<file path="config.mk">
export PLATFORM = sky130hd
export DESIGN_NAME = lotl_ram
export DESIGN_NICKNAME = d
export VERILOG_FILES = /design/src/hw/rtl/line_offset_table_lookup_assert.svh /design/src/hw/rtl/lotl_ram.sv
export SDC_FILE = /design/constraint.sdc
export NUM_CORES = 1
export LEC_CHECK = 0
export ABC_AREA = 1
export BUFFER_PORTS_ARGS = -buffer_cell sky130_fd_sc_hd__buf_2
export CORE_MARGIN = 3
export CORE_UTILIZATION = 53
export CTS_BUF_LIST = sky130_fd_sc_hd__clkbuf_4
export DETAILED_ROUTE_END_ITERATION = 16
export PLACE_DENSITY = 0.67
export SYNTH_ARGS = -nofsm -noshare
export SYNTH_HDL_FRONTEND = slang
export SYNTH_SLANG_ARGS = --single-unit
</file>
<file path="constraint.sdc">
create_clock -name clock -period 1.7 [get_ports clock]
set_input_delay 0.085 -clock clock [delete_from_list [all_inputs] [get_ports clock]]
set_output_delay 0.085 -clock clock [all_outputs]
set_load 0.01 [all_outputs]
</file>
<file path="src/hw/rtl/line_offset_table_lookup_assert.svh">
// Assertion macros for the line offset table RTL.
`ifndef LINE_OFFSET_TABLE_LOOKUP_ASSERT_SVH
`define LINE_OFFSET_TABLE_LOOKUP_ASSERT_SVH

// Same-cycle implication, checked outside reset.
`define LOTL_ASSERT_IMP(lbl, clk, rst, ante, cons) \
   lbl: assert property (@(posedge clk) disable iff (rst) (ante) |-> (cons)) \
      else $error("line offset table: implication check failed");

// Next-cycle implication, checked outside reset.
`define LOTL_ASSERT_NEXT(lbl, clk, rst, ante, cons) \
   lbl: assert property (@(posedge clk) disable iff (rst) (ante) |=> (cons)) \
      else $error("line offset table: next-cycle check failed");

`endif

</file>
<file path="src/hw/rtl/lotl_ram.sv">
// Generic single-write, single-read RAM with registered read data.
module lotl_ram #(
   parameter int WIDTH = 8,
   parameter int DEPTH = 16
) (
   input  logic                     clock,
   input  logic                     wr_en,
   input  logic [$clog2(DEPTH)-1:0] wr_addr,
   input  logic [WIDTH-1:0]         wr_data,
   input  logic                     rd_en,
   input  logic [$clog2(DEPTH)-1:0] rd_addr,
   output logic [WIDTH-1:0]         rd_data
);

   logic [WIDTH-1:0] mem_ff [DEPTH];
   logic [WIDTH-1:0] rd_data_ff;

   // one write and one registered read per cycle
   always_ff @(posedge clock) begin
      if (wr_en) begin
         mem_ff[wr_addr] <= wr_data;
      end
      if (rd_en) begin
         rd_data_ff <= mem_ff[rd_addr];
      end
   end

   assign rd_data = rd_data_ff;

endmodule

</file>
==> flow_metrics.env, run 1 <==
export IMPL_status="complete, no violations"
export IMPL_synth_cells=551
export IMPL_cp_depth=1
export IMPL_finalSetupTns_ns=0
export IMPL_syn_area_um2=5850
export IMPL_skew_ns=0.0145
export IMPL_num_io_pins=27
export IMPL_yosysTopAreaCell="edfxtp_1"
export IMPL_cts_htree_levels=4
export IMPL_rows=37
export IMPL_nFillCells=852
export IMPL_fmax_ghz=0.818
export IMPL_hpwl_um=7950
export IMPL_critPathSlowestCell="edfxtp_1"
export IMPL_post_cts_buffers=0
export IMPL_power_density_nw_per_um2=962
export IMPL_cts_resized=0
export IMPL_drv_cap=0
export IMPL_drt_first_pass_iters=5
export IMPL_antenna_found_initial=0
export IMPL_die_h_um=111
export IMPL_synth_top_area_share_pct=69.8
export IMPL_timing_final_max_slew_violations=0
export IMPL_netlist_top_cells_area="edfxtp_1, nand2_1, nand3_1"
export IMPL_cts_sinks=136
export IMPL_synth_fp_nets=570
export IMPL_wl_um=13000
export IMPL_antenna_cells=0
export IMPL_period_minus_slack_ns=1.22
export IMPL_reg2reg_depth=6
export IMPL_cts_inserted_buffers=17
export IMPL_worstHoldPathType="in2reg"
export IMPL_fin_cells=748
export IMPL_ant_nets=0
export IMPL_crit_chain="buf_2"
export IMPL_grt_start_max_net_pins=65
export IMPL_first_iter_violations=296
export IMPL_drive_above_1_share_pct=12.3
export IMPL_power_leakage_nw=2.81
export IMPL_route_detailed_drc=0
export IMPL_first_global_vias=3750
export IMPL_yosysSeqAreaShare_pct=69.8
export IMPL_grt_usage_pct=22.1
export IMPL_routed_via_count=3864
export IMPL_cts_root_buf="clkbuf_4"
export IMPL_setup_violations=0
export IMPL_grt_first_pass_wirelength_um=20500
export IMPL_gp_congestion=0.848
export IMPL_ys_ff_latch=136
export IMPL_cts_buffer_depth=2
export IMPL_slew_headroom_pct=56.3
export IMPL_whs_ns=0.0406
export IMPL_cp_end_kind="output pin"
export IMPL_worst_pin_slew_ns=0.653
export IMPL_avgViaCountPerCell=5.17
export IMPL_arrival_ns=1.14
export IMPL_die_area_um2=12300
export IMPL_place_ws_ns=0.287
export IMPL_ir_worst_vdd_mv=0.586
export IMPL_initial_utilization_pct=55.6
export IMPL_port_buffers=26
export IMPL_finalHoldViolations=0
export IMPL_syn_avg_cell_area_um2=10.6
export IMPL_setup_ws_ns=0.478
export IMPL_cp_start_kind="register"
export IMPL_crit_buf_inv=1
export IMPL_nNetsFinal=619
export IMPL_fin_crit_sh_pct=71.9
export IMPL_clk_latency_ns=0.52
export IMPL_yosys_warnings=0
export IMPL_gr_total_overflow=0
export IMPL_avgRoutedWirePerCell_um=17.3
export IMPL_dp_cells=708
export IMPL_synth_cell_type_count=11
export IMPL_clkTransAtPathRegs_ns=0.10
export IMPL_required_ns=1.62
export IMPL_crit_type="reg2out"
export IMPL_die_w_um=111
export IMPL_cts_tree="yes"
export IMPL_rsz0062_at_grt="false"
export IMPL_whs_path_depth=3
export IMPL_cp_max_fo=1
export IMPL_core_area_um2=10500
export IMPL_cpPeakStageDelay_ns=0.45
export IMPL_crit_family="flip-flops"
export IMPL_area_delta_synth_final_pct=11.2
==> registers in the layout (all words and copies together), names as in the netlist <==
| register | flops |
|---|---|
| rd_data | 8 |
| mem_ff | 128 |
==> routing by layer <==
| metal | track usage, % | share of wire (%) | vias to the layer above |
|---|---|---|---|
| li1 | - | - | 1879 |
| met1 | 32.4 | 44 | 1800 |
| met2 | 32.6 | 46 | 161 |
| met3 | 5.40 | 8.1 | 24 |
| met4 | 7.62 | 2.2 | 0 |
| met5 | 0 | 0 | - |
==> timing repair <==
| action | in CTS | in global routing |
|---|---|---|
| hold buffers | 9 | 0 |
| setup endpoints to repair | 0 | 0 |
| endpoints found under the hold margin | 132 | 0 |
==> metrics by stage <==
stage	utilization (%)	instance area [um^2]	power [mW]
floorplan	-	5850	4.14
global placement	58.5	6150	4.32
detailed placement	58.5	6150	4.33
CTS	61.9	6500	6.28
global route	61.9	6500	6.51
finish	61.9	6500	6.26
==> placed cells by master (no fill, tap or decap), drive strengths merged <==
| cell type | instances |
|---|---|
| edfxtp | 136 |
| clkinvlp | 3 |
| bufinv | 2 |
| clkinv | 9 |
| nand2 | 173 |
| dlygate4sd3 | 9 |
| nor2 | 17 |
| nand3b | 2 |
| buf | 45 |
| inv | 102 |
| clkbuf | 17 |
| nand3 | 97 |
==> kinds of logic (layout without fill, tap and decap cells) <==
| kind of cell | count (synthesis) | after routing | share of synthesized area (%) |
|---|---|---|---|
| flops | 136 | 136 | 69.8 |
| buf+inv | 126 | 187 | 9.39 |
| simple gates | 289 | 289 | 20.8 |
==> worst paths after layout <==
kind                endpoint     startpoint  slack, ns
setup / recovery  rd_data[7]     rd_data[7]       0.48
hold / removal    rd_data[3]     rd_addr[3]       0.04
setup reg to reg  rd_data[5]  mem_ff[11][5]       0.48
hold reg to reg   rd_data[3]  mem_ff[11][3]       0.76
==> cell usage after synthesis, drive strengths merged <==
| cell type | count |
|---|---|
| buf | 24 |
| edfxtp | 136 |
| inv | 102 |
| nand2 | 173 |
| nand3 | 97 |
| nand3b | 2 |
| nor2 | 17 |
==> power by group <==
| part | leakage (nW) | internal [mW] | switching (mW) | total (mW) |
|---|---|---|---|---|
| Sequential | 1.24 | 3.77 | 0.0231 | 3.79 |
| Combinational | 1.44 | 0.145 | 0.331 | 0.475 |
| Clock | 0.136 | 0.845 | 1.14 | 1.99 |
==> final cells by class <==
cell class	instances	area (um^2)	area share (%)
clock buffer	17	128	1.96
clock inverter	14	135	2.08
inverter	102	383	5.89
multi-input combinational	289	1210	18.7
sequential	136	4080	62.8
tap	136	170	2.62
timing repair buffer	54	388	5.97
No activity file was read; power rests on OpenSTA's default activity.
==> run 2, diff against run 1 <==
--- a/config.mk
+++ b/config.mk
@@ -11,7 +11,7 @@
 export CORE_UTILIZATION = 53
 export CTS_BUF_LIST = sky130_fd_sc_hd__clkbuf_4
 export DETAILED_ROUTE_END_ITERATION = 16
-export PLACE_DENSITY = 0.67
+export PLACE_DENSITY = 0.7
 export SYNTH_ARGS = -nofsm -noshare
 export SYNTH_HDL_FRONTEND = slang
 export SYNTH_SLANG_ARGS = --single-unit
==> constraint.sdc (replaced) <==
create_clock -name clock -period 1.11 [get_ports clock]
set_input_delay 0.0555 -clock clock [delete_from_list [all_inputs] [get_ports clock]]
set_output_delay 0.0555 -clock clock [all_outputs]
set_load 0.01 [all_outputs]
==> flow_metrics.env, run 2 (synthesized netlist as in run 1, its figures left out) <==
export IMPL_status="finished with violations"
export IMPL_violations="negative setup slack"
export IMPL_avgViaCountPerCell=5.15
export IMPL_cts_tree="yes"
export IMPL_fin_util_pct=66.4
export IMPL_nNetsFinal=634
export IMPL_total_power_mw=9.96
export IMPL_gp_congestion=0.857
export IMPL_arrival_ns=1.15
export IMPL_period_minus_slack_ns=1.20
export IMPL_drv_cap=0
export IMPL_crit_family="flip-flops"
export IMPL_avgRoutedWirePerCell_um=17.1
export IMPL_die_h_um=111
export IMPL_crit_reg2reg_launch="mem_ff[5][6]"
export IMPL_cts_inserted_buffers=17
export IMPL_multi_input_area_um2=1470
export IMPL_grt_usage_pct=21.5
export IMPL_place_ws_ns=-0.150
export IMPL_fmax_ghz=0.831
export IMPL_reg2reg_depth=6
export IMPL_die_w_um=111
export IMPL_timing_final_max_slew_violations=0
export IMPL_comb_power_share_pct=8.9
export IMPL_power_internal_mw=7.72
export IMPL_largest_register="mem_ff"
export IMPL_power_density_nw_per_um2=1430
export IMPL_first_iter_violations=274
export IMPL_setup_violations=8
export IMPL_critPathSlowestCell="edfxtp_1"
export IMPL_fin_cells=764
export IMPL_finalHoldViolations=0
export IMPL_hold_path_end="rd_data[2]"
export IMPL_clk_latency_ns=0.54
export IMPL_worstHoldPathType="in2reg"
export IMPL_finalSetupTns_ns=-0.408
export IMPL_cts_root_buf="clkbuf_4"
export IMPL_antenna_found_initial=0
export IMPL_cts_sinks=136
export IMPL_area_delta_synth_final_pct=19.4
export IMPL_grt_start_max_net_pins=33
export IMPL_clkTransAtPathRegs_ns=0.10
export IMPL_wl_um=13100
export IMPL_route_detailed_drc=0
export IMPL_ir_worst_vdd_mv=0.756
export IMPL_whs_path_depth=5
export IMPL_core_area_um2=10500
export IMPL_cp_max_fo=1
export IMPL_crit_buf_inv=1
export IMPL_num_io_pins=27
export IMPL_largest_reg_flops=128
export IMPL_rsz0062_at_grt="true"
export IMPL_power_leakage_nw=3.04
export IMPL_hpwl_um=8190
export IMPL_place_area_um2=6330
export IMPL_mostFrequentLayoutCell="nand2_1"
export IMPL_rows=37
export IMPL_dp_cells=722
export IMPL_crit_chain="buf_2"
export IMPL_cp_start_kind="register"
export IMPL_routed_via_count=3932
export IMPL_port_buffers=26
export IMPL_hp_start="rd_addr[2]"
export IMPL_worst_pin_slew_ns=0.686
export IMPL_p_switching_mw=2.24
export IMPL_switching_share_pct=22.4
export IMPL_drive_above_1_share_pct=23.6
export IMPL_setup_ws_ns=-0.0930
export IMPL_p_seq_share_pct=58.4
export IMPL_grt_first_pass_wirelength_um=20100
export IMPL_seqCellArea_um2=4080
export IMPL_design_area_um2=6980
export IMPL_nFillCells=775
export IMPL_whs_ns=0.109
export IMPL_die_area_um2=12300
export IMPL_first_global_vias=3741
export IMPL_initial_utilization_pct=55.6
export IMPL_cp_end_kind="output pin"
export IMPL_ant_nets=0
export IMPL_slew_headroom_pct=54.2
export IMPL_final_cell_mix="nand2_1, edfxtp_1, inv_1"
export IMPL_rr_endpoint="rd_data[6]"
export IMPL_fin_crit_sh_pct=108
export IMPL_crit_type="reg2out"
export IMPL_drt_first_pass_iters=5
export IMPL_r2r_slack_ns=0.02
export IMPL_gr_total_overflow=0
export IMPL_required_ns=1.05
export IMPL_cts_htree_levels=4
export IMPL_p_clk_share_pct=32.7
export IMPL_cpPeakStageDelay_ns=0.44
export IMPL_antenna_cells=0
export IMPL_cts_buffer_depth=2
export IMPL_skew_ns=0.0160
==> run 2: cell types whose count changed in the layout (fill, tap and decap cells not counted), sizes merged <==
cell	before	now
buf	45	59
clkbuf	17	21
dlygate4sd3	9	10
clkinvlp	3	1
clkinv	9	7
bufinv	2	3
==> run 2: area by class of cell <==
class / instances / area share, %
clock inverters: 11 / 1.86
flip-flops and latches: 136 / 58.5
repair buffers: 69 / 8.46
clock buffers: 21 / 2.26
inverters: 102 / 5.48
well taps: 136 / 2.44
multi-input cells: 289 / 21.0
==> run 2: worst max-delay path by stage <==
stage	startpoint	cells past startpoint	slack [ns]	to
final	rd_data[1]	1	-0.09	rd_data[1]
after global routing	rd_data[1]	1	-0.14	rd_data[1]
after CTS	rd_data[1]	1	-0.12	rd_data[1]
after detailed placement	rd_addr[1]	6	-0.15	rd_data[0]
after global placement	rd_addr[0]	8	-0.12	rd_data[2]
after floorplan	wr_addr[3]	2	0.10	mem_ff[4][0]
==> run 2: tightest hold or removal path: stages <==
cell and delay, ns:
buf_2 0.12, buf_4 0.15, nand3_1 0.09, nand3_1 0.07
nand2_1 0.06
==> run 2: routing by layer <==
| metal | vias up | routed length (um) | track usage [%] |
|---|---|---|---|
| met2 | 143 | 6500 | 34.4 |
| li1 | 1911 | - | - |
| met4 | 0 | 241 | 7.14 |
| met3 | 17 | 911 | 5.68 |
| met5 | - | 0 | 0 |
| met1 | 1861 | 5420 | 29.0 |
==> run 2: power by group through the flow <==
stage | sequential [mW] | combinational, mW | clock (mW)
3_5_place_dp | 5.93 | 0.766 | 0
3_3_place_gp | 5.93 | 0.750 | 0
6_report | 5.81 | 0.887 | 3.26
5_1_grt | 5.82 | 0.975 | 3.51
2_1_floorplan | 5.93 | 0.406 | 0
4_1_cts | 5.81 | 0.804 | 3.29
==> run 2: repair_timing <==
action                     4_1_cts  5_1_grt
gates resized for setup          4       55
hold buffers                    10        0
setup buffers                    0        0
hold endpoints to repair       143        0
setup endpoints to repair       12       16
pin swaps                        0       31
==> run 3, diff against run 2 <==
--- a/config.mk
+++ b/config.mk
@@ -5,7 +5,6 @@
 export SDC_FILE = /design/constraint.sdc
 export NUM_CORES = 1
 export LEC_CHECK = 0
-export ABC_AREA = 1
 export BUFFER_PORTS_ARGS = -buffer_cell sky130_fd_sc_hd__buf_2
 export CORE_MARGIN = 3
 export CORE_UTILIZATION = 53
==> flow_metrics.env, run 3 <==
export IMPL_status="finished with violations"
export IMPL_violations="negative setup slack"
export IMPL_first_global_vias=2735
export IMPL_netlist_top_cells_area="edfxtp_1, mux4_2, mux4_1"
export IMPL_switching_share_pct=20.5
export IMPL_antenna_found_initial=0
export IMPL_ant_nets=0
export IMPL_ys_ff_latch=136
export IMPL_drt_first_pass_iters=4
export IMPL_total_power_mw=9.90
export IMPL_gr_total_overflow=0
export IMPL_crit_start="mem_ff[11][3]"
export IMPL_routed_via_count=2523
export IMPL_route_detailed_drc=0
export IMPL_seqCellArea_um2=4080
export IMPL_p_switching_mw=2.03
export IMPL_design_area_um2=6170
export IMPL_synth_top_area_share_pct=78.1
export IMPL_first_iter_violations=188
export IMPL_cp_max_fo=1
export IMPL_drive_above_1_share_pct=41.3
export IMPL_fin_cells=441
export IMPL_skew_ns=0.0168
export IMPL_hpwl_um=6570
export IMPL_yosys_warnings=0
export IMPL_avgRoutedWirePerCell_um=23.0
export IMPL_cts_inserted_buffers=17
export IMPL_nNetsFinal=319
export IMPL_syn_area_um2=5230
export IMPL_setup_violations=8
export IMPL_worstHoldPathType="in2reg"
export IMPL_die_h_um=105
export IMPL_crit_end="rd_data[3]"
export IMPL_grt_start_max_net_pins=19
export IMPL_syn_avg_cell_area_um2=22.8
export IMPL_rows=35
export IMPL_fin_crit_sh_pct=131
export IMPL_multi_input_area_um2=1070
export IMPL_fmax_ghz=0.687
export IMPL_die_w_um=105
export IMPL_place_area_um2=5730
export IMPL_num_io_pins=27
export IMPL_synth_cell_type_count=18
export IMPL_synthTopCellsByCount="edfxtp_1, mux4_2, a22oi_1"
export IMPL_slew_headroom_pct=36.9
export IMPL_setup_ws_ns=-0.346
export IMPL_antenna_cells=0
export IMPL_period_minus_slack_ns=1.46
export IMPL_mostFrequentLayoutCell="edfxtp_1"
export IMPL_worst_pin_slew_ns=0.945
export IMPL_die_area_um2=11100
export IMPL_power_density_nw_per_um2=1610
export IMPL_area_delta_synth_final_pct=18.0
export IMPL_arrival_ns=1.69
export IMPL_synth_fp_nets=248
export IMPL_yosysSeqAreaShare_pct=78.1
export IMPL_nFillCells=639
export IMPL_gp_congestion=0.782
export IMPL_p_clk_share_pct=34.7
export IMPL_largest_register="mem_ff"
export IMPL_cp_end_kind="register"
export IMPL_rsz0062_at_grt="true"
export IMPL_drv_cap=0
export IMPL_grt_first_pass_wirelength_um=15600
export IMPL_rr_endpoint="rd_data[3]"
export IMPL_p_seq_share_pct=58.6
export IMPL_yosysMostFrequentCell="edfxtp_1"
export IMPL_synth_edf_count=136
export IMPL_wl_um=10100
export IMPL_initial_utilization_pct=55.5
export IMPL_port_buffers=26
export IMPL_cts_buffer_depth=2
export IMPL_cts_sinks=136
export IMPL_clkTransAtPathRegs_ns=0.11
export IMPL_cp_start_kind="register"
export IMPL_ir_worst_vdd_mv=0.782
export IMPL_grt_usage_pct=19.7
export IMPL_required_ns=1.35
export IMPL_dp_cells=401
export IMPL_final_cell_mix="edfxtp_1, mux4_2, buf_2"
export IMPL_synthFlopType="edfxtp_1"
export IMPL_power_internal_mw=7.87
export IMPL_cts_root_buf="clkbuf_4"
export IMPL_yosysTopAreaCell="edfxtp_1"
export IMPL_finalHoldViolations=0
export IMPL_avgViaCountPerCell=5.72
export IMPL_synthArstFlopShare_pct=0
export IMPL_post_cts_buffers=0
export IMPL_clk_latency_ns=0.49
export IMPL_crit_type="reg2reg"
export IMPL_cts_tree="yes"
export IMPL_comb_power_share_pct=6.7
export IMPL_synth_cells=229
export IMPL_r2r_slack_ns=-0.35
export IMPL_timing_final_max_slew_violations=0
export IMPL_reg2reg_depth=3
export IMPL_crit_reg2reg_launch="mem_ff[11][3]"
export IMPL_largest_reg_flops=128
export IMPL_power_leakage_nw=2.04
export IMPL_cts_htree_levels=4
export IMPL_core_area_um2=9420
[run 3: power groups by stage]
stage | combinational, mW | clock, mW | sequential, mW
2_1_floorplan | 0.324 | 0 | 5.93
3_3_place_gp | 0.611 | 0 | 5.92
3_5_place_dp | 0.625 | 0 | 5.92
4_1_cts | 0.664 | 3.51 | 5.81
5_1_grt | 0.712 | 3.72 | 5.82
6_report | 0.659 | 3.44 | 5.80
[run 3: layout make-up]
| cell class | instances | area share (%) |
|---|---|---|
| Clock buffer | 18 | 2.19 |
| Sequential cell | 136 | 66.2 |
| Timing Repair Buffer | 62 | 8.68 |
| Multi-Input combinational cell | 83 | 17.4 |
| Tap cell | 129 | 2.62 |
| Clock inverter | 13 | 2.92 |
[run 3: repair_timing]
| item | 4_1_cts | 5_1_grt |
|---|---|---|
| endpoints found under the hold margin | 136 | 0 |
| resized for setup | 5 | 1 |
| hold buffers | 9 | 0 |
| cloned | 0 | 0 |
| pin swaps | 1 | 2 |
| endpoints found under the setup margin | 12 | 16 |
[run 3: how the worst min path moves through the flow]
| stage | start | endpoint | cells past startpoint |
|---|---|---|---|
| 4_1_cts | wr_addr[1] | mem_ff[4][6] | 3 |
| 3_3_place_gp | rd_en | rd_data[7] | 1 |
| 5_1_grt | wr_addr[1] | mem_ff[4][5] | 3 |
| 6_report | wr_addr[1] | mem_ff[4][3] | 3 |
| 3_5_place_dp | rd_en | rd_data[4] | 1 |
| 2_1_floorplan | wr_data[0] | mem_ff[0][0] | 0 |
[run 3: per-stage QoR]
stage          utilization (%)  hold slack [ns]  setup TNS [ns]  setup slack [ns]
2_1_floorplan                -            0.154           -1.64            -0.156
3_3_place_gp              60.9            0.419          -10.16            -0.497
3_5_place_dp              60.9            0.415          -12.27            -0.504
4_1_cts                   65.4           0.0542           -2.72            -0.360
5_1_grt                   65.5           0.0697           -3.09            -0.405
6_report                  65.5           0.0963           -2.54            -0.346
[run 3: worst max-delay path: stages (launching register included)]
cell	delay [ns]
edfxtp_1	0.38
mux4_2	0.52
a22oi_2	0.23
nand2_1	0.08
[run 3: per-layer routing]
metal | GRT usage (%) | wire length, um | vias to the layer above
met5 | 0 | 0 | -
met4 | 7.40 | 166 | 0
met3 | 4.72 | 577 | 11
met2 | 29.6 | 4910 | 82
met1 | 28.5 | 4490 | 1318
li1 | - | - | 1112
[run 3: cell families after synthesis]
| kind of cell | count (synthesis) | synth area share, % |
|---|---|---|
| DFF | 136 | 78.1 |
| and+or+nand+nor | 35 | 3.14 |
| muxes | 32 | 14.8 |
| AOI/OAI and AO/OA | 16 | 2.30 |
| buffers and inverters | 10 | 1.65 |
